[src/rtl/bds_pkg.sv]
// ----------------------------------------------------------------------------
// bds_pkg
// shared types and constants of the 2x2 box downsampler
// ----------------------------------------------------------------------------
package bds_pkg;

    // defaults for the top level parameters
    localparam int DEF_MAX_OUT_WIDTH = 2048;
    localparam int DEF_CHANNEL_BITS  = 16;

    // one lane per colour channel
    localparam int NUM_LANES = 4;

    // configuration register widths
    localparam int OUT_WIDTH_BITS   = 12;
    localparam int OUT_HEIGHT_BITS  = 13;
    localparam int OUT_ROW_BITS     = 12;
    localparam int OUT_HEIGHT_LIMIT = 4096;

    // apb register map
    localparam int CFG_ADDR_BITS = 3;
    localparam int CFG_DATA_BITS = 32;

    typedef enum logic {
        REG_OUT_WIDTH  = 1'b0,
        REG_OUT_HEIGHT = 1'b1
    } t_reg_idx;

    // frame position marks carried alongside a result
    typedef struct packed {
        logic row_end;
        logic frame_end;
    } t_marks;

endpackage

[src/rtl/bds_out.sv]
// ----------------------------------------------------------------------------
// bds_out
// holds the merged lane averages and marks as one result: output register
// with a skid slot so the input side keeps flowing
// ----------------------------------------------------------------------------
module bds_out #(
    parameter int DATA_W = 64
) (
    input  logic                i_clk,
    input  logic                i_rst_n,
    input  logic                i_valid,
    input  logic [DATA_W-1:0]   i_data,
    input  bds_pkg::t_marks     i_marks,
    output logic                o_ready,
    output logic                o_tvalid,
    input  logic                i_tready,
    output logic [DATA_W-1:0]   o_tdata,
    output logic                o_tlast,
    output logic                o_tuser
);

    import bds_pkg::*;

    logic              r_main_valid;
    logic [DATA_W-1:0] r_main_data;
    t_marks            r_main_marks;
    logic              r_skid_valid;
    logic [DATA_W-1:0] r_skid_data;
    t_marks            r_skid_marks;
    logic              pop;

    assign pop = r_main_valid && i_tready;

    always_ff @(posedge i_clk) begin
        if (!i_rst_n) begin
            r_main_valid <= 1'b0;
            r_skid_valid <= 1'b0;
        end else if (pop || !r_main_valid) begin
            if (r_skid_valid) begin
                r_main_valid <= 1'b1;
                r_skid_valid <= 1'b0;
            end else begin
                r_main_valid <= i_valid;
            end
        end else if (i_valid) begin
            r_skid_valid <= 1'b1;
        end
    end

    always_ff @(posedge i_clk) begin
        if (pop || !r_main_valid) begin
            if (r_skid_valid) begin
                r_main_data  <= r_skid_data;
                r_main_marks <= r_skid_marks;
            end else if (i_valid) begin
                r_main_data  <= i_data;
                r_main_marks <= i_marks;
            end
        end else if (i_valid) begin
            r_skid_data  <= i_data;
            r_skid_marks <= i_marks;
        end
    end

    assign o_ready  = !r_skid_valid;
    assign o_tvalid = r_main_valid;
    assign o_tdata  = r_main_data;
    assign o_tlast  = r_main_marks.row_end;
    assign o_tuser  = r_main_marks.frame_end;

endmodule
[config.mk]
export PLATFORM = sky130hd
export DESIGN_NAME = bds_out
export DESIGN_NICKNAME = d
export VERILOG_FILES = /design/src/rtl/bds_pkg.sv /design/src/rtl/bds_out.sv
export SDC_FILE = /design/constraint.sdc
export NUM_CORES = 1
export LEC_CHECK = 0
export BUFFER_PORTS_ARGS = -buffer_cell sky130_fd_sc_hd__buf_2
export CAP_MARGIN = 10
export CORE_UTILIZATION = 40
export DETAILED_ROUTE_END_ITERATION = 7
export PLACE_DENSITY = 0.63
export SYNTH_ARGS = -nofsm -noshare
export SYNTH_HDL_FRONTEND = slang
export SYNTH_SLANG_ARGS = --single-unit
[constraint.sdc]
create_clock -name i_clk -period 6.8 [get_ports i_clk]
set_clock_uncertainty 0.1 [all_clocks]
set_input_delay 1.02 -clock i_clk [delete_from_list [all_inputs] [get_ports i_clk]]
set_output_delay 1.02 -clock i_clk [all_outputs]
set_load 0.1 [all_outputs]
# Yosys cells after proc, flatten, opt, wreduce, memory -nomap -nowiden
# Cells that the tools add are included.
# word_totals
reg_bits	134
input_bits	70
out_inout_bits	68
wordCells	23
# op_classes
muxes	5
bitwise_logic	2
n_reduce_logical	8
# op_table
cell	n
64-bit 2-to-1 mux	2
2-bit 2-to-1 mux	2
2-bit AND reduction	2
1-bit logical NOT	2
1-bit NOT	2
2-bit nonzero test	1
2-bit OR reduction	1
1-bit logical AND	1
1-bit logical OR	1
1-bit 2-to-1 mux	1

# Depth between registers and ports, before layout
# depth
word_depth	4
depth_mapped	4
mapped_depth_nobuf	2

# Least setup slack after synthesis
# No wires, ideal clock.
# synth_timing
kind	input to register
start	input i_tready
end	register r_main_data[0], in the netlist o_tdata[0] (enable)
setup_ns	0.492
arrival_time_ns	3.855
t_required_ns	6.208
path_slack_ns	2.353
stages	2
n_path_buf	0
path_cell_list	nor2b_1 > nor2_1
# synth_between
elab_chain_len	3
# synth_lines
element	line	source
start: declaration	bds_out.sv:16	input logic i_tready,
1-bit logical AND	bds_out.sv:32	assign pop = r_main_valid && i_tready;
1-bit logical OR	bds_out.sv:51	if (pop || !r_main_valid) begin
2-bit AND reduction (no line)	--	
end signal: assignment	bds_out.sv:53	r_main_data <= r_skid_data;
end signal: assignment	bds_out.sv:56	r_main_data <= i_data;
end: declaration	bds_out.sv:25	logic [DATA_W-1:0] r_main_data;
# Every way passes these cells.
# A chain may end at the register's enable or synchronous reset.

# Worst setup path in the final report
# layout_timing
start	register r_skid_valid
end	output o_ready
# layout_between
elab_chain_len	1
# layout_lines
element	line	source
start: declaration	bds_out.sv:27	logic r_skid_valid;
start signal: assignment	bds_out.sv:37	r_skid_valid <= 1'b0;
start signal: assignment	bds_out.sv:41	r_skid_valid <= 1'b0;
start signal: assignment	bds_out.sv:46	r_skid_valid <= 1'b1;
1-bit logical NOT	bds_out.sv:65	assign o_ready = !r_skid_valid;
end: declaration	bds_out.sv:14	output logic o_ready,
# Every way passes these cells.

==> impl_metrics.prom <==
# TYPE chip_impl_metric gauge
chip_impl_metric{name="ctsHoldBuffers",unit=""} 0
chip_impl_metric{name="syn_to_layout_area_delta",unit="%"} 28.6
chip_impl_metric{name="clock_tree.buffer_depth",unit=""} 2
chip_impl_metric{name="finalCriticalPeriod",unit="ps"} 2950
chip_impl_metric{name="cts_post_setup_buffers_inserted",unit=""} 0
chip_impl_metric{name="max_cap_violations",unit=""} 0
chip_impl_metric{name="fin_tns_setup",unit="ps"} 0
chip_impl_metric{name="synthesis.area",unit="µm²"} 4880
chip_impl_metric{name="avgRoutedWirePerCell",unit="µm"} 16.1
chip_impl_metric{name="clock.fmax",unit="MHz"} 340
chip_impl_info{name="cell_accounting_for_the_most_synthesized_area",value="edfxtp_1"} 1
chip_impl_metric{name="final_nets",unit=""} 434
chip_impl_metric{name="synth.net_count",unit=""} 285
chip_impl_metric{name="final_layout_size_suffix_gt1_frac",unit=""} 0.615
chip_impl_metric{name="final-max-slew-violation-count",unit=""} 0
chip_impl_metric{name="slew_at_the_pin_with_the_worst_max_slew_slack",unit="ps"} 959
chip_impl_metric{name="floorplan.die.width",unit="µm"} 112
chip_impl_metric{name="p_leak",unit="nW"} 2.36
chip_impl_metric{name="number_of_global_route_vias_before_repair",unit=""} 2570
chip_impl_metric{name="via_per_inst",unit=""} 4.80
chip_impl_metric{name="synthDominantCellAreaShare",unit=""} 0.813
chip_impl_metric{name="numPortBuffers",unit=""} 137
chip_impl_metric{name="post-place-ws",unit="ps"} 4020
chip_impl_metric{name="die_footprint",unit="µm²"} 12600
chip_impl_metric{name="setup_ws",unit="ps"} 3850
chip_impl_metric{name="placed_cells",unit=""} 488
chip_impl_metric{name="design_area",unit="µm²"} 6270
chip_impl_metric{name="dr_total_vias",unit=""} 2499
chip_impl_metric{name="synthesis.yosys.warnings",unit=""} 0
chip_impl_metric{name="overflow",unit=""} 0
chip_impl_metric{name="ctsHtreeMaxLevel",unit=""} 4
chip_impl_metric{name="synth_seq_area_share",unit=""} 0.821
chip_impl_metric{name="syn_area_cell",unit="µm²"} 22.7
chip_impl_metric{name="final_util",unit=""} 0.538
chip_impl_info{name="final_cell_mix",value="buf_2 (137), edfxtp_1 (132), mux2_2 (58)"} 1
chip_impl_metric{name="die-height",unit="µm"} 112
chip_impl_metric{name="antenna_found_initial",unit=""} 1
chip_impl_metric{name="max-vdd-ir-drop",unit="V"} 0.000188
chip_impl_info{name="mostFrequentLayoutCell",value="buf_2"} 1
chip_impl_info{name="setup_repair_after_global_routing_missed_its_margin",value="false"} 1
chip_impl_metric{name="total_cts_buffers",unit=""} 17
chip_impl_metric{name="wire_length_after_detailed_routing",unit="mm"} 8.38
chip_impl_metric{name="p_per_area",unit="nW/µm²"} 338
chip_impl_metric{name="setup-violations-final",unit=""} 0
chip_impl_info{name="synth_area_leaders",value="edfxtp_1 (81%), mux2_2 (13%), mux2_4 (2.5%)"} 1
chip_impl_metric{name="cts_repair_resize_count",unit=""} 0
chip_impl_metric{name="boundaryPins",unit=""} 138
chip_impl_info{name="r2r-end",value="o_tdata[23]$_DFFE_PP_"} 1
chip_impl_metric{name="floorplan.core_area",unit="µm²"} 11700
chip_impl_info{name="endpoint_kind",value="primary output"} 1
chip_impl_info{name="cts_tree",value="done"} 1
chip_impl_metric{name="drc_errors",unit=""} 0
chip_impl_info{name="cts-root-buf",value="clkbuf_16"} 1
chip_impl_info{name="min_delay_worst_endpoint",value="o_tdata[51]$_DFFE_PP_"} 1
chip_impl_metric{name="grt_first_pass_wirelength",unit="mm"} 13.0
chip_impl_metric{name="final_antenna_net_count",unit=""} 0
chip_impl_metric{name="timing.slew.headroom",unit=""} 0.361
chip_impl_info{name="worstHoldPathType",value="reg -> reg"} 1
chip_impl_metric{name="row_count",unit=""} 39
chip_impl_metric{name="synth_cells",unit=""} 215
chip_impl_metric{name="final-hold-violation-count",unit=""} 0
chip_impl_info{name="top_layer_used",value="met4"} 1
chip_impl_info{name="regToRegStartpoint",value="r_skid_valid$_SDFFE_PP0P_"} 1
chip_impl_metric{name="source_to_sink_clock_delay_at_the_later_pin_of_the_worst_skew_pair",unit="ps"} 410
chip_impl_metric{name="worst_setup_hold_path_clk_slew",unit="ps"} 50
chip_impl_metric{name="cp_data_required_time",unit="ps"} 5680
chip_impl_metric{name="grt_start_max_net_pins",unit=""} 70
chip_impl_metric{name="timing.reg2reg.worst_path_depth",unit=""} 3
chip_impl_metric{name="design_power_total",unit="mW"} 2.12
chip_impl_metric{name="worst_hold_path.num_cells",unit=""} 1
chip_impl_metric{name="critPathArrivalTime",unit="ps"} 1830
chip_impl_metric{name="period_share",unit=""} 0.433
chip_impl_metric{name="detail_route.iter0.violations",unit=""} 112
chip_impl_metric{name="timing.reg2reg.setup_slack",unit="ps"} 4270
chip_impl_metric{name="place.detailed.hpwl",unit="mm"} 5.11
chip_impl_info{name="start_kind",value="register"} 1
chip_impl_metric{name="wl_met1",unit="mm"} 3.78
chip_impl_metric{name="met3_wirelength",unit="µm"} 596
chip_impl_metric{name="wire_length_on_met2",unit="mm"} 3.84
chip_impl_metric{name="groute.usage.overall",unit=""} 0.142
chip_impl_info{name="critPathKind",value="reg -> out"} 1
chip_impl_metric{name="initial_core_util",unit=""} 0.418
chip_impl_metric{name="cts_num_sinks",unit=""} 134
chip_impl_metric{name="worstPathMaxFanout",unit=""} 69
chip_impl_info{name="result_of_the_run",value="complete, no violations"} 1
chip_impl_metric{name="final_replace_weighted_congestion",unit=""} 0.671
chip_impl_metric{name="yosys_register_bits",unit=""} 134
chip_impl_metric{name="whs",unit="ps"} 442
chip_impl_metric{name="number_of_library_cell_types_mapped_by_synthesis",unit=""} 12
chip_impl_metric{name="standard_cell_area_after_detailed_placement",unit="µm²"} 5700
chip_impl_metric{name="final-instance-count-excl-fill",unit=""} 521
chip_impl_info{name="worst_hold_start",value="r_skid_data[51]$_DFFE_PP_"} 1
chip_impl_metric{name="drt_pre_antenna_iters",unit=""} 4
-- final cells by class --
type                            instances  area [µm²]
Fill cell                             926        5390
Sequential cell                       134        4010
Multi-Input combinational cell         72         821
Timing Repair Buffer                  138         693
Clock buffer                           29         520
Tap cell                              143         179
Clock inverter                          3        42.5
Inverter                                1        3.75
Antenna cell                            1        2.50
-- critical path, cell delays in order, from the launching register on --
cell	delay, ps
dfxtp_4	990
inv_1	100
buf_2	330
-- report_power, final --
group	total (mW)	switching, mW	internal (mW)	leakage (nW)
Combinational	0.291	0.238	0.0536	0.827
Sequential	0.966	0.0122	0.954	1.26
Clock	0.860	0.308	0.551	0.272
-- cell usage after synthesis (all sizes together) --
cell and number:
nor2 2, buf 8, dfxtp 2, edfxtp 132, mux2 66, nor2b 1
inv 1, and2 1, and3b 1, o31a 1
-- routing by layer --
metal  GRT usage  vias to the layer above
met1       0.177                     1220
met3      0.0556                       13
li1            -                     1170
met2       0.209                       96
met4      0.0880                        0
met5           0                        -
-- logic make-up after synthesis --
kind of cell	count (synthesis)	share of synthesized area
flip-flops	134	0.821
multiplexers	66	0.159
buffers and inverters	9	0.0128
AND/OR/NAND/NOR	5	0.00590
AO/OA/AOI/OAI	1	0.00180
-- worst max-delay path by stage --
stage | from | slack, ps | endpoint | cells after the start
2_1_floorplan | i_tready | 2350 | o_tdata[0]$_DFFE_PP_ | 2
3_3_place_gp | i_tready | 4080 | r_skid_data[31]$_DFFE_PP_ | 3
3_5_place_dp | i_tready | 4020 | r_skid_data[14]$_DFFE_PP_ | 3
4_1_cts | r_skid_valid$_SDFFE_PP0P_ | 3790 | o_ready | 2
5_1_grt | r_skid_valid$_SDFFE_PP0P_ | 3720 | o_ready | 2
6_report | r_skid_valid$_SDFFE_PP0P_ | 3850 | o_ready | 2
-- sequential cells by signal (all words and copies together) (netlist names) --
signal        flops
o_tdata          64
r_skid_data      64
r_skid_marks      2
o_tlast           1
o_tuser           1
o_tvalid          1
r_skid_valid      1
(Power assumes the default switching activity.)
