$ cat src/rtl/bds_lane.sv
// ----------------------------------------------------------------------------
// bds_lane
// one colour channel: holds the even-column pixel, forms the pair sum and
// the rounded 2x2 average
// ----------------------------------------------------------------------------
module bds_lane #(
    parameter int CHANNEL_BITS = 16
) (
    input  logic                    i_clk,
    input  logic                    i_rst_n,
    input  logic                    i_hold,
    input  logic [CHANNEL_BITS-1:0] i_px,
    input  logic [CHANNEL_BITS:0]   i_buf_sum,
    output logic [CHANNEL_BITS:0]   o_pair_sum,
    output logic [CHANNEL_BITS-1:0] o_avg
);

    logic [CHANNEL_BITS-1:0] r_held;
    logic [CHANNEL_BITS-1:0] n_held;
    logic [CHANNEL_BITS+1:0] block_sum;

    always_comb begin
        n_held = i_hold ? i_px : r_held;
    end

    always_ff @(posedge i_clk) begin
        if (!i_rst_n) begin
            r_held <= '0;
        end else begin
            r_held <= n_held;
        end
    end

    assign o_pair_sum = {1'b0, r_held} + {1'b0, i_px};

    // buffered pair from the row above plus the current pair, rounded
    assign block_sum = {1'b0, i_buf_sum} + {2'b00, r_held} + {2'b00, i_px}
                     + (CHANNEL_BITS+2)'(2);
    assign o_avg     = block_sum[CHANNEL_BITS+1:2];

endmodule

$ cat config.mk
export PLATFORM = sky130hd
export DESIGN_NAME = bds_lane
export DESIGN_NICKNAME = d
export VERILOG_FILES = /design/src/rtl/bds_lane.sv
export SDC_FILE = /design/constraint.sdc
export NUM_CORES = 1
export LEC_CHECK = 0
export BUFFER_PORTS_ARGS = -buffer_cell sky130_fd_sc_hd__buf_2
export CORE_ASPECT_RATIO = 0.7
export CORE_MARGIN = 2
export CORE_UTILIZATION = 40
export CTS_CLUSTER_DIAMETER = 80
export CTS_CLUSTER_SIZE = 28
export DETAILED_ROUTE_END_ITERATION = 8
export PLACE_DENSITY_LB_ADDON = 0.12
export SLEW_MARGIN = 20
export SYNTH_ARGS = -nofsm -noshare
export SYNTH_HDL_FRONTEND = slang
export SYNTH_SLANG_ARGS = --single-unit
$ cat constraint.sdc
create_clock -name i_clk -period 3.7 [get_ports i_clk]
set_clock_uncertainty 0.15 [all_clocks]
set_input_delay 0.37 -clock i_clk [delete_from_list [all_inputs] [get_ports i_clk]]
set_output_delay 0.37 -clock i_clk [all_outputs]
set_load 0.02 [all_outputs]
* Word-level counts from Yosys, hierarchy flattened
Cells that the tools add are included. W data, S select, Z words.
Storage, ports and cells: register bits 16, input bits 36, output and inout port bits 33, logic and storage cells 5
Cells by class: add/sub/neg operators 4
Operator list (number):
- $add A17 B16 Y18 | 1
- $add A18 B16 Y18 | 1
- $add A18 B2 Y18 const B | 1
- $add A16 B16 Y17 | 1

* Logic depth before layout (Yosys ltp)
Gate-level depths: netlist (run 1).
depth after elaboration 3, depth in mapped cells 10, mapped depth without buffers 10

* Least setup slack after synthesis (run 1)
OpenSTA, ideal clock, no wires.
path kind input to output, start point input port i_px[10], end point output port o_avg[13], data arrival time 2.444 ns, required time 3.180 ns, setup slack 0.736 ns, stages 8, path buffers 0, cell sequence fa_1 > ha_1 > a21o_1 > o21bai_1 > a2111oi_0 > nor3b_1 > nor4_2 > a211oi_1
Between the ends: cells in the longest elaborated chain, start to end 2
Ends and longest elaborated chain:
- start: declaration | line 12 | input logic [CHANNEL_BITS-1:0] i_px,
- $add A18 B16 Y18 | line 37 | assign block_sum = {1'b0, i_buf_sum} + {2'b00, r_held} + {2'b00, i_px}
- $add A18 B2 Y18 | line 38 | + (CHANNEL_BITS+2)'(2);
- end: declaration | line 15 | output logic [CHANNEL_BITS-1:0] o_avg
No other way between the ends.

* Worst setup path after layout (run 1)
start point register r_held[8], end point output port o_avg[13]
Between the ends: cells in the longest elaborated chain, start to end 3
Ends and longest elaborated chain:
- start: declaration | line 18 | logic [CHANNEL_BITS-1:0] r_held;
- start signal: assignment | line 30 | r_held <= n_held;
- $add A17 B16 Y18 | line 37
- $add A18 B16 Y18 | line 37
- $add A18 B2 Y18 | line 38
No other way between the ends.

==> results.sh, run 1 <==
export IMPL_status="complete, no violations"
export IMPL_cellPowerDensity_mw_per_mm2=379.5
export IMPL_ys_top_cells_by_area="ha_1 (17%), dfxtp_1 (13%), fa_1 (12%), mux2i_1 (6.9%), xnor2_1 (6.4%)"
export IMPL_crit_path_start_kind="flip-flop"
export IMPL_area_growth_pct=19.15
export IMPL_ant_nets=0
export IMPL_rsz0062_at_grt="false"
export IMPL_firstDrtPassIters=4
export IMPL_via_per_inst=5.223
export IMPL_syn_inst=270
export IMPL_cts_made_buffers=3
export IMPL_cts_hold_buf=0
export IMPL_crit_fanout=6
export IMPL_clk_pin_slew_ns=0.07
export IMPL_diodes=0
export IMPL_grt_pass1_wl_mm=9.756
export IMPL_maxCapViolCount=0
export IMPL_leakage_nw=1.419
export IMPL_place_area_mm2=0.002864
export IMPL_cts_sinks=16
export IMPL_synthTopCellsByCount="ha_1 (34), nor2b_1 (21), a21oi_1 (20)"
export IMPL_ctsResizeCount=0
export IMPL_drv_slew=0
export IMPL_reg_largest_list="r_held: 16 flops"
export IMPL_slew_headroom_pct=65.18
export IMPL_tightest_slew_ns=0.5223
export IMPL_ys_ff_latch=16
export IMPL_cts_setup_buffers=0
export IMPL_finalHoldViolCount=0
export IMPL_largest_register_ffs=16
export IMPL_peakVddDrop_uv=180.8
export IMPL_cts_root_buf="clkbuf_8"
export IMPL_setup_viol=0
export IMPL_crit_path_end_kind="output pin"
export IMPL_synth_most_common_cell="ha_1"
export IMPL_finalInstanceArea_mm2=0.002919
export IMPL_drc=0
export IMPL_hold_ws_ns=0.2841
export IMPL_period_needed_ns=3.417
export IMPL_clock_path_buffers=2
export IMPL_die_y_um=69.48
export IMPL_cts_tree="done"
export IMPL_yosysTopAreaCellShare_pct=17.36
export IMPL_dr_total_vias=2152
export IMPL_async_flop_share_pct=0
export IMPL_setup_tns_ns=0
export IMPL_top_register="r_held"
export IMPL_syn_area_mm2=0.002450
export IMPL_wirelength_mm=5.769
export IMPL_wl_per_cell_um=14.00
export IMPL_gr_total_overflow=0
export IMPL_syn_avg_cell_area_um2=9.074
export IMPL_synth_top_cell_by_area="ha_1"
export IMPL_clk_insertion_delay_late_ns=0.24
export IMPL_ys_warn_count=0
export IMPL_grt_pass1_vias=1981
export IMPL_synth_edff_count=0
export IMPL_ys_seq_area_share_pct=13.07
export IMPL_drt_iter0_markers=61
export IMPL_antenna_found_initial=0
export IMPL_max_freq_mhz=292.7
export IMPL_synth_nets=355
export IMPL_die_area_mm2=0.006777
export IMPL_yosys_cell_types_count=46
export IMPL_grt_max_degree=17
export IMPL_die_x_um=97.54
export IMPL_initial_core_util_pct=42.14
export IMPL_crit_type="reg -> out"
export IMPL_period_share_pct=92.34
export IMPL_row_count=23
export IMPL_ctsHtreeMaxLevel=1
export IMPL_min_path_type="in -> reg"
export IMPL_dp_hpwl_mm=4.978
export IMPL_finalPower_w=0.001108
export IMPL_grt_total_usage_pct=17.36
export IMPL_drive_gt1_share_pct=24.63
export IMPL_crit_arrival_ns=2.90
export IMPL_dp_cells=408
export IMPL_nNetsFinal=423
export IMPL_io_pins=69
export IMPL_cp_required_ns=3.18
export IMPL_ys_flop_type="dfxtp_1"
export IMPL_final_cells=412
export IMPL_place_congestion=0.8783
export IMPL_design_core_area_mm2=0.005813
export IMPL_port_buffers=68
==> cell usage in the layout (no fill, tap or decap), drive strengths merged, types with 12 or more instances in the layout <==
cell type / Yosys / final
nor2b: 21 / 21
buf: 1 / 68
a21o: 13 / 13
o21ai: 12 / 12
xnor2: 18 / 18
fa: 15 / 15
nand2: 13 / 13
nor2: 16 / 16
a21oi: 21 / 21
dfxtp: 16 / 16
mux2i: 17 / 17
ha: 34 / 34
==> worst max-delay path: stages (launching register included) <==
cell	delay, ns
dfxtp_1	0.37
fa_1	0.48
ha_1	0.38
a21oi_1	0.29
o21bai_1	0.12
a2111oi_0	0.41
nor3b_1	0.12
nor4_2	0.23
a211oi_1	0.08
buf_2	0.17
==> layout make-up <==
class / instances / area [um^2]
sequential: 16 / 320.3
multi-input combinational: 244 / 2091
timing repair buffer: 68 / 340.3
tap: 75 / 93.84
clock buffer: 4 / 55.05
fill: 580 / 2894
inverter: 5 / 18.77
==> path summary, 6_finish.rpt <==
check	cells after the start	startpoint	to	slack [ns]
max	9	r_held[8]$_SDFFE_PN0P_	o_avg[13]	0.28
min	3	i_px[0]	r_held[0]$_SDFFE_PN0P_	0.28
max reg2reg	2	r_held[1]$_SDFFE_PN0P_	r_held[1]$_SDFFE_PN0P_	2.77
min reg2reg	2	r_held[0]$_SDFFE_PN0P_	r_held[0]$_SDFFE_PN0P_	0.41
==> layer usage <==
metal / vias up / GRT usage [%] / wire length, um
met1: 964 / 30.37 / 3410
met2: 51 / 21.76 / 2037
met4: 0 / 3.704 / 40
li1: 1135 / - / -
met5: - / 0 / 0
met3: 2 / 1.512 / 281
==> logic make-up after synthesis <==
logic type      Yosys count  synth area share (%)
xor+xnor                 23                 8.223
flops                    16                 13.07
simple gates             77                 16.85
fa+ha+maj                49                 29.62
buf+inv                  10                 1.583
mux                      17                 6.946
compound gates           78                 23.70
==> stage by stage <==
| step | utilization, % | worst slack [ns] |
|---|---|---|
| floorplan | - | 0.7361 |
| global placement | 49.27 | 0.4065 |
| detailed placement | 49.27 | 0.3787 |
| CTS | 50.22 | 0.3013 |
| global route | 50.22 | 0.07405 |
| finish | 50.22 | 0.2833 |
==> report_power, final <==
| part | switching, W | total (W) | internal, W | leakage, nW |
|---|---|---|---|---|
| combinational | 0.000452 | 0.000756 | 0.000304 | 1.26 |
| clock | 0.0000632 | 0.000158 | 0.0000944 | 0.0288 |
| sequential | 0.0000119 | 0.000195 | 0.000183 | 0.132 |
Note: power is estimated with default switching activity, not from simulation.
==> inputs of run 2 (changes only) <==
--- a/config.mk
+++ b/config.mk
@@ -6,6 +6,8 @@
 export NUM_CORES = 1
 export LEC_CHECK = 0
 export BUFFER_PORTS_ARGS = -buffer_cell sky130_fd_sc_hd__buf_2
+export CELL_PAD_IN_SITES_DETAIL_PLACEMENT = 1
+export CELL_PAD_IN_SITES_GLOBAL_PLACEMENT = 1
 export CORE_ASPECT_RATIO = 0.7
 export CORE_MARGIN = 2
 export CORE_UTILIZATION = 40
==> run 2 against run 1 <==
Compared with the run above: sequential power hardly changed; via count is 2.6% higher; global-route usage is 3.1 points higher; largest cell class unchanged; design area is 0.47% lower; die area stayed put.
==> results.sh, run 2 (synthesized netlist as in run 1, its figures left out) <==
export IMPL_status="complete, no violations"
export IMPL_crit_path_start_kind="flip-flop"
export IMPL_ctsHtreeMaxLevel=1
export IMPL_cp_cell_sequence="fa_1 -> ha_1 -> a21oi_1 -> o21bai_1 -> a2111oi_0 -> nor3b_1 -> nor4_2 -> a211oi_1 -> buf_2"
export IMPL_dp_hpwl_mm=5.757
export IMPL_worstReg2RegStart="r_held[1]$_SDFFE_PN0P_"
export IMPL_rr_worst_depth=2
export IMPL_cp_required_ns=3.18
export IMPL_grt_total_usage_pct=20.48
export IMPL_period_needed_ns=3.414
export IMPL_setup_tns_ns=0
export IMPL_hold_ws_ns=0.2810
export IMPL_io_pins=69
export IMPL_intPower_w=0.0005605
export IMPL_slew_headroom_pct=66.86
export IMPL_tightest_slew_ns=0.4971
export IMPL_power_frac_clock_pct=12.1
export IMPL_crit_slowest_cell="fa_1"
export IMPL_cts_setup_buffers=0
export IMPL_area_growth_pct=18.59
export IMPL_min_path_cells=3
export IMPL_clk_pin_slew_ns=0.06
export IMPL_final_cells=411
export IMPL_slowest_delay_ns=0.45
export IMPL_netSwitchingFraction_pct=48.96
export IMPL_drt_iter0_markers=58
export IMPL_max_freq_mhz=293.0
export IMPL_maxCapViolCount=0
export IMPL_cts_root_buf="clkbuf_8"
export IMPL_die_y_um=69.48
export IMPL_largest_register_ffs=16
export IMPL_crit_arrival_ns=2.89
export IMPL_leakage_nw=1.412
export IMPL_clock_path_buffers=2
export IMPL_layout_common_cells="buf_2 (68), ha_1 (34), nor2b_1 (21)"
export IMPL_drv_slew=0
export IMPL_cts_hold_buf=0
export IMPL_reg_largest_list="r_held: 16 flops"
export IMPL_diodes=0
export IMPL_wirelength_mm=6.617
export IMPL_peakVddDrop_uv=214.5
export IMPL_period_share_pct=92.26
export IMPL_firstDrtPassIters=4
export IMPL_cts_tree="done"
export IMPL_rsz0062_at_grt="false"
export IMPL_grt_pass1_wl_mm=11.47
export IMPL_fin_ws_ns=0.2865
export IMPL_initial_core_util_pct=42.14
export IMPL_design_core_area_mm2=0.005813
export IMPL_cellPowerDensity_mw_per_mm2=378.0
export IMPL_grt_pass1_vias=2314
export IMPL_row_count=23
export IMPL_power_switching_w=0.0005377
export IMPL_port_buffers=68
export IMPL_cts_made_buffers=3
export IMPL_seq_power_share_pct=17.8
export IMPL_hp_start="i_px[0]"
export IMPL_finalHoldViolCount=0
export IMPL_final_core_util_pct=49.98
export IMPL_comb_power_share_pct=70.1
export IMPL_ctsResizeCount=0
export IMPL_r2r_end="r_held[1]$_SDFFE_PN0P_"
export IMPL_top_register="r_held"
export IMPL_wl_per_cell_um=16.10
export IMPL_crit_type="reg -> out"
export IMPL_drive_gt1_share_pct=24.40
export IMPL_dp_cells=408
export IMPL_die_x_um=97.54
export IMPL_crit_path_end_kind="output pin"
export IMPL_ant_nets=0
export IMPL_cts_sinks=16
export IMPL_grt_max_degree=17
export IMPL_setup_viol=0
export IMPL_min_path_type="in -> reg"
export IMPL_place_congestion=0.8171
export IMPL_dr_total_vias=2208
export IMPL_gr_total_overflow=0
export IMPL_drc=0
export IMPL_min_to="r_held[0]$_SDFFE_PN0P_"
export IMPL_regToRegSetupSlack_ns=2.78
export IMPL_antenna_found_initial=0
export IMPL_crit_fanout=6
export IMPL_layout_cells_most_common="buf_2"
export IMPL_preCtsSetupSlack_ns=0.3960
export IMPL_nNetsFinal=423
export IMPL_via_per_inst=5.372
export IMPL_clk_insertion_delay_late_ns=0.25
export IMPL_die_area_mm2=0.006777
## run 2: cell count changes in the layout (fill, tap and decap cells not counted), sizes merged
cell    delta
clkbuf     -1
## run 2: area by class of cell
type                       count  area (um^2)
tap                           75        93.84
multi-input combinational    244         2091
timing repair buffer          68        340.3
fill                         726         2908
clock buffer                   3        41.29
sequential                    16        320.3
inverter                       5        18.77
## run 2: per-stage QoR
stage / power [W] / area, um^2
2_1_floorplan: 0.0007433 / 2450
3_3_place_gp: 0.0009535 / 2864
3_5_place_dp: 0.0009685 / 2864
4_1_cts: 0.001105 / 2905
5_1_grt: 0.001187 / 2905
6_report: 0.001098 / 2905
## run 2: power groups by stage
stage	clock [W]	sequential [W]	combinational, W
final	0.000133	0.000195	0.000770
after global placement	0	0.000198	0.000755
after global routing	0.000143	0.000197	0.000847
after detailed placement	0	0.000199	0.000769
after CTS	0.000134	0.000196	0.000775
after floorplan	0	0.000194	0.000549
## run 2: per-layer routing
metal / share of wire (%) / vias to the layer above / GRT usage [%]
met2: 41 / 48 / 31.03
met5: 0 / - / 0
met3: 3.5 / 7 / 1.109
li1: - / 1127 / -
met1: 54 / 1026 / 31.87
met4: 1.1 / 0 / 4.630
## run 2: worst max-delay path by stage
stage,from,to,slack (ns),cells after the start
global route,r_held[8]$_SDFFE_PN0P_,o_avg[13],0.11,9
finish,r_held[8]$_SDFFE_PN0P_,o_avg[13],0.29,9
global placement,i_px[8],o_avg[13],0.43,10
CTS,r_held[8]$_SDFFE_PN0P_,o_avg[13],0.28,9
floorplan,i_px[10],o_avg[13],0.74,8
detailed placement,i_px[8],o_avg[13],0.40,10
## run 2: critical path, delay by kind of cell (launching register included)
family          cells  cell delay, ns
compound gates      4            0.92
fa+ha+maj           2            0.83
flops               1            0.39
simple gates        2            0.33
buf+inv             1            0.17
